**config.mk**
```make
export PLATFORM = sky130hd
export DESIGN_NAME = cfc_crc_step
export DESIGN_NICKNAME = d
export VERILOG_FILES = /design/src/rtl/cfc_pkg.sv /design/src/rtl/cfc_crc_step.sv
export SDC_FILE = /design/constraint.sdc
export NUM_CORES = 1
export LEC_CHECK = 0
export BUFFER_PORTS_ARGS = -buffer_cell sky130_fd_sc_hd__buf_4
export CAP_MARGIN = 15
export CELL_PAD_IN_SITES_DETAIL_PLACEMENT = 1
export CELL_PAD_IN_SITES_GLOBAL_PLACEMENT = 2
export CORE_AREA = 2 2 49 51
export DETAILED_ROUTE_END_ITERATION = 10
export DIE_AREA = 0 0 51 53
export GPL_TIMING_DRIVEN = 1
export PLACE_DENSITY = 0.83
export SLEW_MARGIN = 20
export SYNTH_ARGS = -nofsm -noshare
export SYNTH_HDL_FRONTEND = slang
export SYNTH_SLANG_ARGS = --single-unit
export TNS_END_PERCENT = 10
```
**constraint.sdc**
```tcl
create_clock -name vclk -period 0.8
set_input_delay 0.08 -clock vclk [all_inputs]
set_output_delay 0.08 -clock vclk [all_outputs]
set_load 0.1 [all_outputs]
```
**src/rtl/cfc_pkg.sv**
```systemverilog
// ----------------------------------------------------------------------------
// cfc_pkg: shared constants for the CRC-16 frame checker
// Header bytes, frame limits and the CRC polynomial.
// ----------------------------------------------------------------------------
`default_nettype none

package cfc_pkg;

  // Frame layout.
  localparam int unsigned HEADER_LEN = 5;
  localparam logic [7:0]  HDR_BYTE0  = 8'hF8;
  localparam logic [7:0]  HDR_BYTE1  = 8'h55;
  localparam logic [7:0]  HDR_BYTE2  = 8'hCE;
  localparam logic [15:0] MIN_LEN    = 16'd7;
  localparam logic [15:0] POS_MAX    = 16'hFFFF;

  // CRC-16 with polynomial x^16 + x^12 + x^5 + 1.
  localparam logic [15:0] CRC_POLY    = 16'h1021;
  localparam logic [15:0] CRC_TOP_BIT = 16'h8000;

  // First position whose beat pushes a held byte into the CRC.
  localparam logic [15:0] CRC_START_POS = 16'(HEADER_LEN + 2);

endpackage

`default_nettype wire

```
**src/rtl/cfc_crc_step.sv**
```systemverilog
// ----------------------------------------------------------------------------
// cfc_crc_step: one byte of the augmented CRC-16 update
// Folds the high byte of the running value through the polynomial, shifts
// the value up by a byte and XORs the new byte into the low byte.
// ----------------------------------------------------------------------------
`default_nettype none

module cfc_crc_step
  import cfc_pkg::*;
(
  input  wire logic [15:0] crc_in,
  input  wire logic [7:0]  byte_in,
  output logic      [15:0] crc_out
);

  // Eight bit steps of the high-byte fold, then merge with the shifted value.
  always_comb begin
    logic [15:0] acc;
    logic [15:0] hi;
    acc = '0;
    hi  = {crc_in[15:8], 8'h00};
    for (int i = 0; i < 8; i++) begin
      if (((hi ^ acc) & CRC_TOP_BIT) != '0) begin
        acc = {acc[14:0], 1'b0} ^ CRC_POLY;
      end else begin
        acc = {acc[14:0], 1'b0};
      end
      hi = {hi[14:0], 1'b0};
    end
    crc_out = acc ^ {crc_in[7:0], 8'h00} ^ {8'h00, byte_in};
  end

endmodule

`default_nettype wire
```
==> results of run 1 <==
==> area by class of cell <==
| class | instances | area share, % |
|---|---|---|
| Tap cell | 28 | 2.72 |
| Timing Repair Buffer | 51 | 50.4 |
| Multi-Input combinational cell | 24 | 46.9 |
==> power by group through the flow <==
stage / Sequential (mW) / Clock (mW) / Combinational [mW]
2_1_floorplan: 0 / 0 / 1.36
3_3_place_gp: 0 / 0 / 1.79
3_5_place_dp: 0 / 0 / 1.81
4_1_cts: 0 / 0 / 2.28
5_1_grt: 0 / 0 / 2.40
6_report: 0 / 0 / 2.33
==> what timing repair did <==
item / 4_1_cts / 5_1_grt
cloned: 0 / 0
setup buffers: 6 / 1
endpoints found under the setup margin: 15 / 14
hold endpoints to repair: 0 / 0
resized for setup: 65 / 7
hold buffers: 0 / 0
pin swaps: 11 / 5
==> kinds of logic after synthesis <==
group                     after synthesis
xor gates and xnor gates               24
==> layer usage <==
metal  vias up  global-route usage [%]  share of wire [%]
met5         -                       0                  0
met4         0                       0                  0
met3         0                       0                4.7
met2        22                    29.9                 66
met1       173                    13.5                 29
li1        167                       -                  -
==> per-stage QoR <==
stage | setup TNS (ps) | hold slack (ps)
3_5_place_dp | -3600 | 528
5_1_grt | -2050 | 500
4_1_cts | -1490 | 496
6_report | -1610 | 492
2_1_floorplan | -4100 | 356
3_3_place_gp | -3410 | 521
==> layout by cell type (no fill, tap or decap) <==
cell type | netlist | final
buf_8 | 0 | 2
buf_12 | 0 | 18
xor2_4 | 0 | 4
buf_6 | 0 | 7
xor2_2 | 1 | 4
buf_4 | 0 | 24
xnor2_2 | 2 | 1
xnor2_4 | 0 | 15
==> worst paths after layout <==
| kind | cells after the start | end | slack [ps] |
|---|---|---|---|
| max | 5 | crc_out[12] | -160 |
| min | 3 | crc_out[0] | 490 |
==> Yosys cell counts <==
cell type | count | share of area [%]
xnor2_2 | 2 | 14
xnor2_1 | 14 | 53
xor2_2 | 1 | 7.0
xor2_1 | 7 | 26
==> flow_summary.ini, run 1 <==
[outcome]
status = complete, but fails checks
violations = negative setup slack

[grt]
grt_pass1_wl_mm = 2.48
grt_pass1_vias = 433
grt_max_degree = 4
grt_use_total_pct = 13.0
antenna_found_initial = 0
overflow = 0

[sta]
clock.fmax_ghz = 1.05
setup_viol = 12
maxSlewHeadroom_pct = 79.2
period_share_pct = 120
min_period_ps = 956
setup_slack_ps = -156
hold_violations = 0
rsz0062_at_grt = yes
final-max-slew-violation-count = 0
worst_slew_pin_slew_ps = 311

[pwr]
seqPwrFrac_pct = 0
ir_worst_vdd_mv = 0.884
p_switching_mw = 1.35
power_mw = 2.33
p_per_area_mw_per_mm2 = 1810
p_leak_nw = 0.538
pwr-share-clk_pct = 0
intPower_uw = 976
sw_frac_of_total_pct = 58.1
pwr-share-comb_pct = 100.0

[worst_setup_path]
crit_fanout = 3
slowest_stage = buf_12
worst-path-buf-inv = 3
critPathTopFamily = buffers and inverters
worstSetupPathType = input pin to primary output
cp.required_ps = 720
max_stage_delay_ps = 200
critPathLaunch = crc_in[8]
arrival_ps = 880
path_cells = buf_8, xor2_4, buf_6, xnor2_4, buf_12
cp-start-kind = input pin
cp-end-kind = primary output

[final_layout]
final_cell_area_mm2 = 0.00129
n_sequential_cell = 0
diodes = 0
syn_to_final_growth_pct = 454
finish.cell_count_without_fillers = 103
post_route_cells_drive_above_1_share_pct = 100
seq_area_um2 = 0
multi_input_area_um2 = 604
fill_cells = 193
final.clkbuf_count = 0
final_nets = 101
final_util_pct = 60.0

[floorplan]
dieArea_mm2 = 0.00270
ios = 40
die_h_um = 53
num_rows = 17
die_w_um = 51
initial_core_util_pct = 10.8
core-area_mm2 = 0.00215

[min_path]
hold_path.startpoint = byte_in[0]
holdCritPathClass = input pin to primary output

[placed_design]
detailed_place_hpwl_um = 888
dp_slack_ps = -344
io_buffers = 40
place_congestion = 0.559
dp.cells = 99
place_area_um2 = 920

[route]
dr.pass1.iters = 1
routedWlPerCell_um = 14.6
drt_wl_total_mm = 1.51
num_vias = 362
drt_iter0_drc = 0
post_drt_via_cell_ratio = 3.51
drcViolationCount = 0
drtAntennaViolNets = 0

[synthesis]
synth-simple-area-share_pct = 0
syn-cell-area_um2 = 233
synth-compound-area-share_pct = 0
synth_cell_types = 4
synth_cells = 24
synthMuxAreaShare_pct = 0
syn_nets = 48
yosysWarnings = 0
synth_area_per_cell_um2 = 9.70
yosysSeqAreaShare_pct = 0
synthXorXnorAreaFrac_pct = 100
synth_top_family_by_area = XOR/XNOR gates
synthAdderAreaFrac_pct = 0

[run]
drv_cap = 0
No activity file was read; power rests on OpenSTA's default activity.
==> run 2: changes to the inputs <==
PLACE_DENSITY = 0.88   (was 0.83)
==> flow_summary.ini, run 2 (same netlist as run 1, synthesis figures left out) <==
[worst_setup_path]
cp.required_ps = 720
critPathTopFamily = buffers and inverters
cp-end-kind = primary output
arrival_ps = 870
crit_top_cell = xor2_4
cp-start-kind = input pin
worstSetupPathType = input pin to primary output
path_cells = buf_8, xor2_4, buf_6, xor2_4, buf_12
crit_fanout = 3
max_stage_delay_ps = 200
worst-path-buf-inv = 3
slowest_stage = xor2_4

[route]
drtAntennaViolNets = 0
drcViolationCount = 0
num_vias = 354
drt_wl_total_mm = 1.35
drt_iter0_drc = 1
routedWlPerCell_um = 13.4
post_drt_via_cell_ratio = 3.50
dr.pass1.iters = 2

[sta]
clock.fmax_ghz = 1.05
final-max-slew-violation-count = 0
rsz0062_at_grt = yes
setup_slack_ps = -149
setup_viol = 12
worst_slew_pin_slew_ps = 278
min_period_ps = 949
maxSlewHeadroom_pct = 81.6
hold_violations = 0
period_share_pct = 119

[pwr]
p_per_area_mw_per_mm2 = 1810
ir_worst_vdd_mv = 1.01
p_leak_nw = 0.525
power_mw = 2.31

[final_layout]
n_sequential_cell = 0
final_cell_area_mm2 = 0.00128
final.clkbuf_count = 0
mostFrequentLayoutCell = buf_4
final_nets = 99
finish.cell_count_without_fillers = 101
final_cell_mix = 23 x buf_4, 18 x buf_12, 15 x xnor2_4, 5 x xor2_4, 5 x buf_6
post_route_cells_drive_above_1_share_pct = 98.6
seq_area_um2 = 0
syn_to_final_growth_pct = 449
diodes = 0

[min_path]
holdPathEnd = crc_out[0]
hold_depth = 3
holdCritPathClass = input pin to primary output
hold_path.startpoint = byte_in[0]

[grt]
grt_use_total_pct = 10.9
grt_max_degree = 4
grt_pass1_vias = 425
grt_pass1_wl_mm = 2.16
antenna_found_initial = 0
overflow = 0

[outcome]
violations = negative setup slack
status = complete, but fails checks

[placed_design]
dp_slack_ps = -342
io_buffers = 40
detailed_place_hpwl_um = 910
dp.cells = 99
place_area_um2 = 932
place_congestion = 0.578

[run]
drv_cap = 0

[floorplan]
initial_core_util_pct = 10.8
core-area_mm2 = 0.00215
ios = 40
die_h_um = 53
num_rows = 17
dieArea_mm2 = 0.00270
die_w_um = 51
[run 2: through the flow]
step	setup TNS [ps]	hold WS, ps	util (%)
after CTS	-1520	492	58.6
after floorplan	-4100	356	-
final	-1560	495	59.5
after global placement	-3420	521	43.4
after global routing	-2040	506	59.5
after detailed placement	-3600	524	43.4
[run 2: area by class of cell]
cell class	count	area [um^2]
fill	196	871
timing repair buffer	49	634
multi-input combinational	24	608
tap	28	35.0
[run 2: repair_timing]
item                       CTS  global route
buffers inserted             3             0
setup endpoints to repair   15            14
gates resized for setup     63             3
pin swaps                   10             2
hold endpoints to repair     0             0
hold buffers                 0             0
[run 2: report_power, final]
group / leakage (nW) / internal, mW / switching (mW) / total, mW
clock: 0 / 0 / 0 / 0
sequential: 0 / 0 / 0 / 0
combinational: 0.525 / 0.974 / 1.34 / 2.31
[run 2: how the worst max path moves through the flow]
stage                  end  cells past startpoint  startpoint
4_1_cts         crc_out[0]                      5  crc_in[12]
6_report        crc_out[0]                      5   crc_in[8]
2_1_floorplan   crc_out[0]                      2   crc_in[8]
5_1_grt         crc_out[0]                      5   crc_in[8]
3_5_place_dp   crc_out[12]                      4   crc_in[8]
3_3_place_gp    crc_out[0]                      4   crc_in[8]
[run 2: metal layers]
layer  up-vias  track usage [%]  routed length, um  part of all wire (%)
li1        162                -                  -                     -
met1       171             10.5                331                    24
met2        21             24.9                910                    67
met3         0             1.41                110                   8.1
met4         0                0                  0                     0
met5         -                0                  0                     0
==> run 3: changes to the inputs <==
--- a/config.mk
+++ b/config.mk
@@ -10,9 +10,9 @@
 export CELL_PAD_IN_SITES_DETAIL_PLACEMENT = 1
 export CELL_PAD_IN_SITES_GLOBAL_PLACEMENT = 2
-export CORE_AREA = 2 2 49 51
+export CORE_AREA = 2 2 46 48
 export DETAILED_ROUTE_END_ITERATION = 10
-export DIE_AREA = 0 0 51 53
+export DIE_AREA = 0 0 48 50
 export GPL_TIMING_DRIVEN = 1
-export PLACE_DENSITY = 0.88
+export PLACE_DENSITY = 0.94
 export SLEW_MARGIN = 20
 export SYNTH_ARGS = -nofsm -noshare
==> constraint.sdc (replaced) <==
create_clock -name vclk -period 1.1
set_input_delay 0.22 -clock vclk [all_inputs]
set_output_delay 0.22 -clock vclk [all_outputs]
set_load 0.1 [all_outputs]
==> flow_summary.ini, run 3 (same netlist as run 1, synthesis figures left out) <==
[outcome]
status = complete, but fails checks
violations = negative setup slack

[final_layout]
finish.cell_count_without_fillers = 99
final_cell_mix = 22 x buf_4, 17 x buf_12, 14 x xnor2_4, 6 x xor2_2, 6 x buf_6
mostFrequentLayoutCell = buf_4
diodes = 0
post_route_cells_drive_above_1_share_pct = 98.6
final_nets = 98
multi_input_area_um2 = 563
n_sequential_cell = 0
final.clkbuf_count = 0
syn_to_final_growth_pct = 422
fill_cells = 172
seq_area_um2 = 0

[worst_setup_path]
path_cells = buf_8, xor2_4, buf_6, xnor2_4, buf_12
cp.required_ps = 880
slowest_stage = xor2_4
cp-start-kind = input pin
max_stage_delay_ps = 190
crit_fanout = 2
worstSetupPathType = input pin to primary output
cp-end-kind = primary output
arrival_ps = 1030

[sta]
setup_slack_ps = -145
maxSlewHeadroom_pct = 80.1
hold_violations = 0
whs_ps = 764
clock.fmax_ghz = 0.803
min_period_ps = 1250
rsz0062_at_grt = yes
final-max-slew-violation-count = 0
period_share_pct = 113
setup_viol = 12
worst_slew_pin_slew_ps = 296
finalSetupTns_ps = -1380

[pwr]
pwr-share-comb_pct = 100.0
p_per_area_mw_per_mm2 = 1360
seqPwrFrac_pct = 0
intPower_uw = 683
pwr-share-clk_pct = 0
p_switching_uw = 967
power_mw = 1.65
sw_frac_of_total_pct = 58.6
ir_worst_vdd_mv = 0.764
p_leak_nw = 0.510

[route]
met3_length_um = 124
num_vias = 343
drt_iter0_drc = 1
dr_wl_met2_um = 841
top_layer_used = met3
routedWlPerCell_um = 14.0
dr.pass1.iters = 2
drt_wl_total_mm = 1.38
drcViolationCount = 0
wl_met1_um = 417
post_drt_via_cell_ratio = 3.46
drtAntennaViolNets = 0

[floorplan]
ios = 40
die_h_um = 50
dieArea_mm2 = 0.00240
initial_core_util_pct = 12.2
die_w_um = 48
num_rows = 16
core-area_mm2 = 0.00190

[run]
drv_cap = 0

[placed_design]
io_buffers = 40
dp.cells = 97
detailed_place_hpwl_mm = 1.02
place_congestion = 0.580

[min_path]
holdCritPathClass = input pin to primary output

[grt]
overflow = 0
grt_pass1_vias = 416
antenna_found_initial = 0
grt_use_total_pct = 13.1
grt_pass1_wl_mm = 2.20
grt_max_degree = 4

[cts]
cts_hold_buf = 0
-- run 3: path summary, 6_finish.rpt --
kind | start | to | slack, ps | cells past startpoint
setup / recovery | crc_in[8] | crc_out[12] | -150 | 5
hold / removal | byte_in[4] | crc_out[4] | 760 | 3
-- run 3: what timing repair did --
item,CTS,global route
setup buffers,2,0
setup endpoints to repair,15,15
resized for setup,51,6
pin swaps,8,5
-- run 3: cell type report --
type               count  area share, %
multi-input cells     24           46.3
well taps             27           2.78
repair buffers        48           50.9
-- run 3: worst max-delay path, delay by kind of cell --
family    cells  cell delay (ps)
xor+xnor      2              370
buf+inv       3              420
-- run 3: metal layers --
layer / global-route usage (%) / vias to the layer above
li1: - / 161
met1: 15.2 / 160
met2: 25.6 / 22
met3: 1.47 / 0
met4: 0 / 0
met5: 0 / -
-- run 3: per-stage QoR --
stage,utilization (%),cell area (um^2),setup slack [ps]
after floorplan,-,507,-323
after global placement,48.6,923,-314
after detailed placement,48.6,923,-349
after CTS,62.6,1190,-141
after global routing,63.9,1210,-174
final,63.9,1210,-145
-- run 3: power groups by stage --
stage          sequential, mW  combinational [mW]  clock [mW]
2_1_floorplan               0               0.991           0
3_3_place_gp                0                1.31           0
3_5_place_dp                0                1.32           0
4_1_cts                     0                1.63           0
5_1_grt                     0                1.70           0
6_report                    0                1.65           0
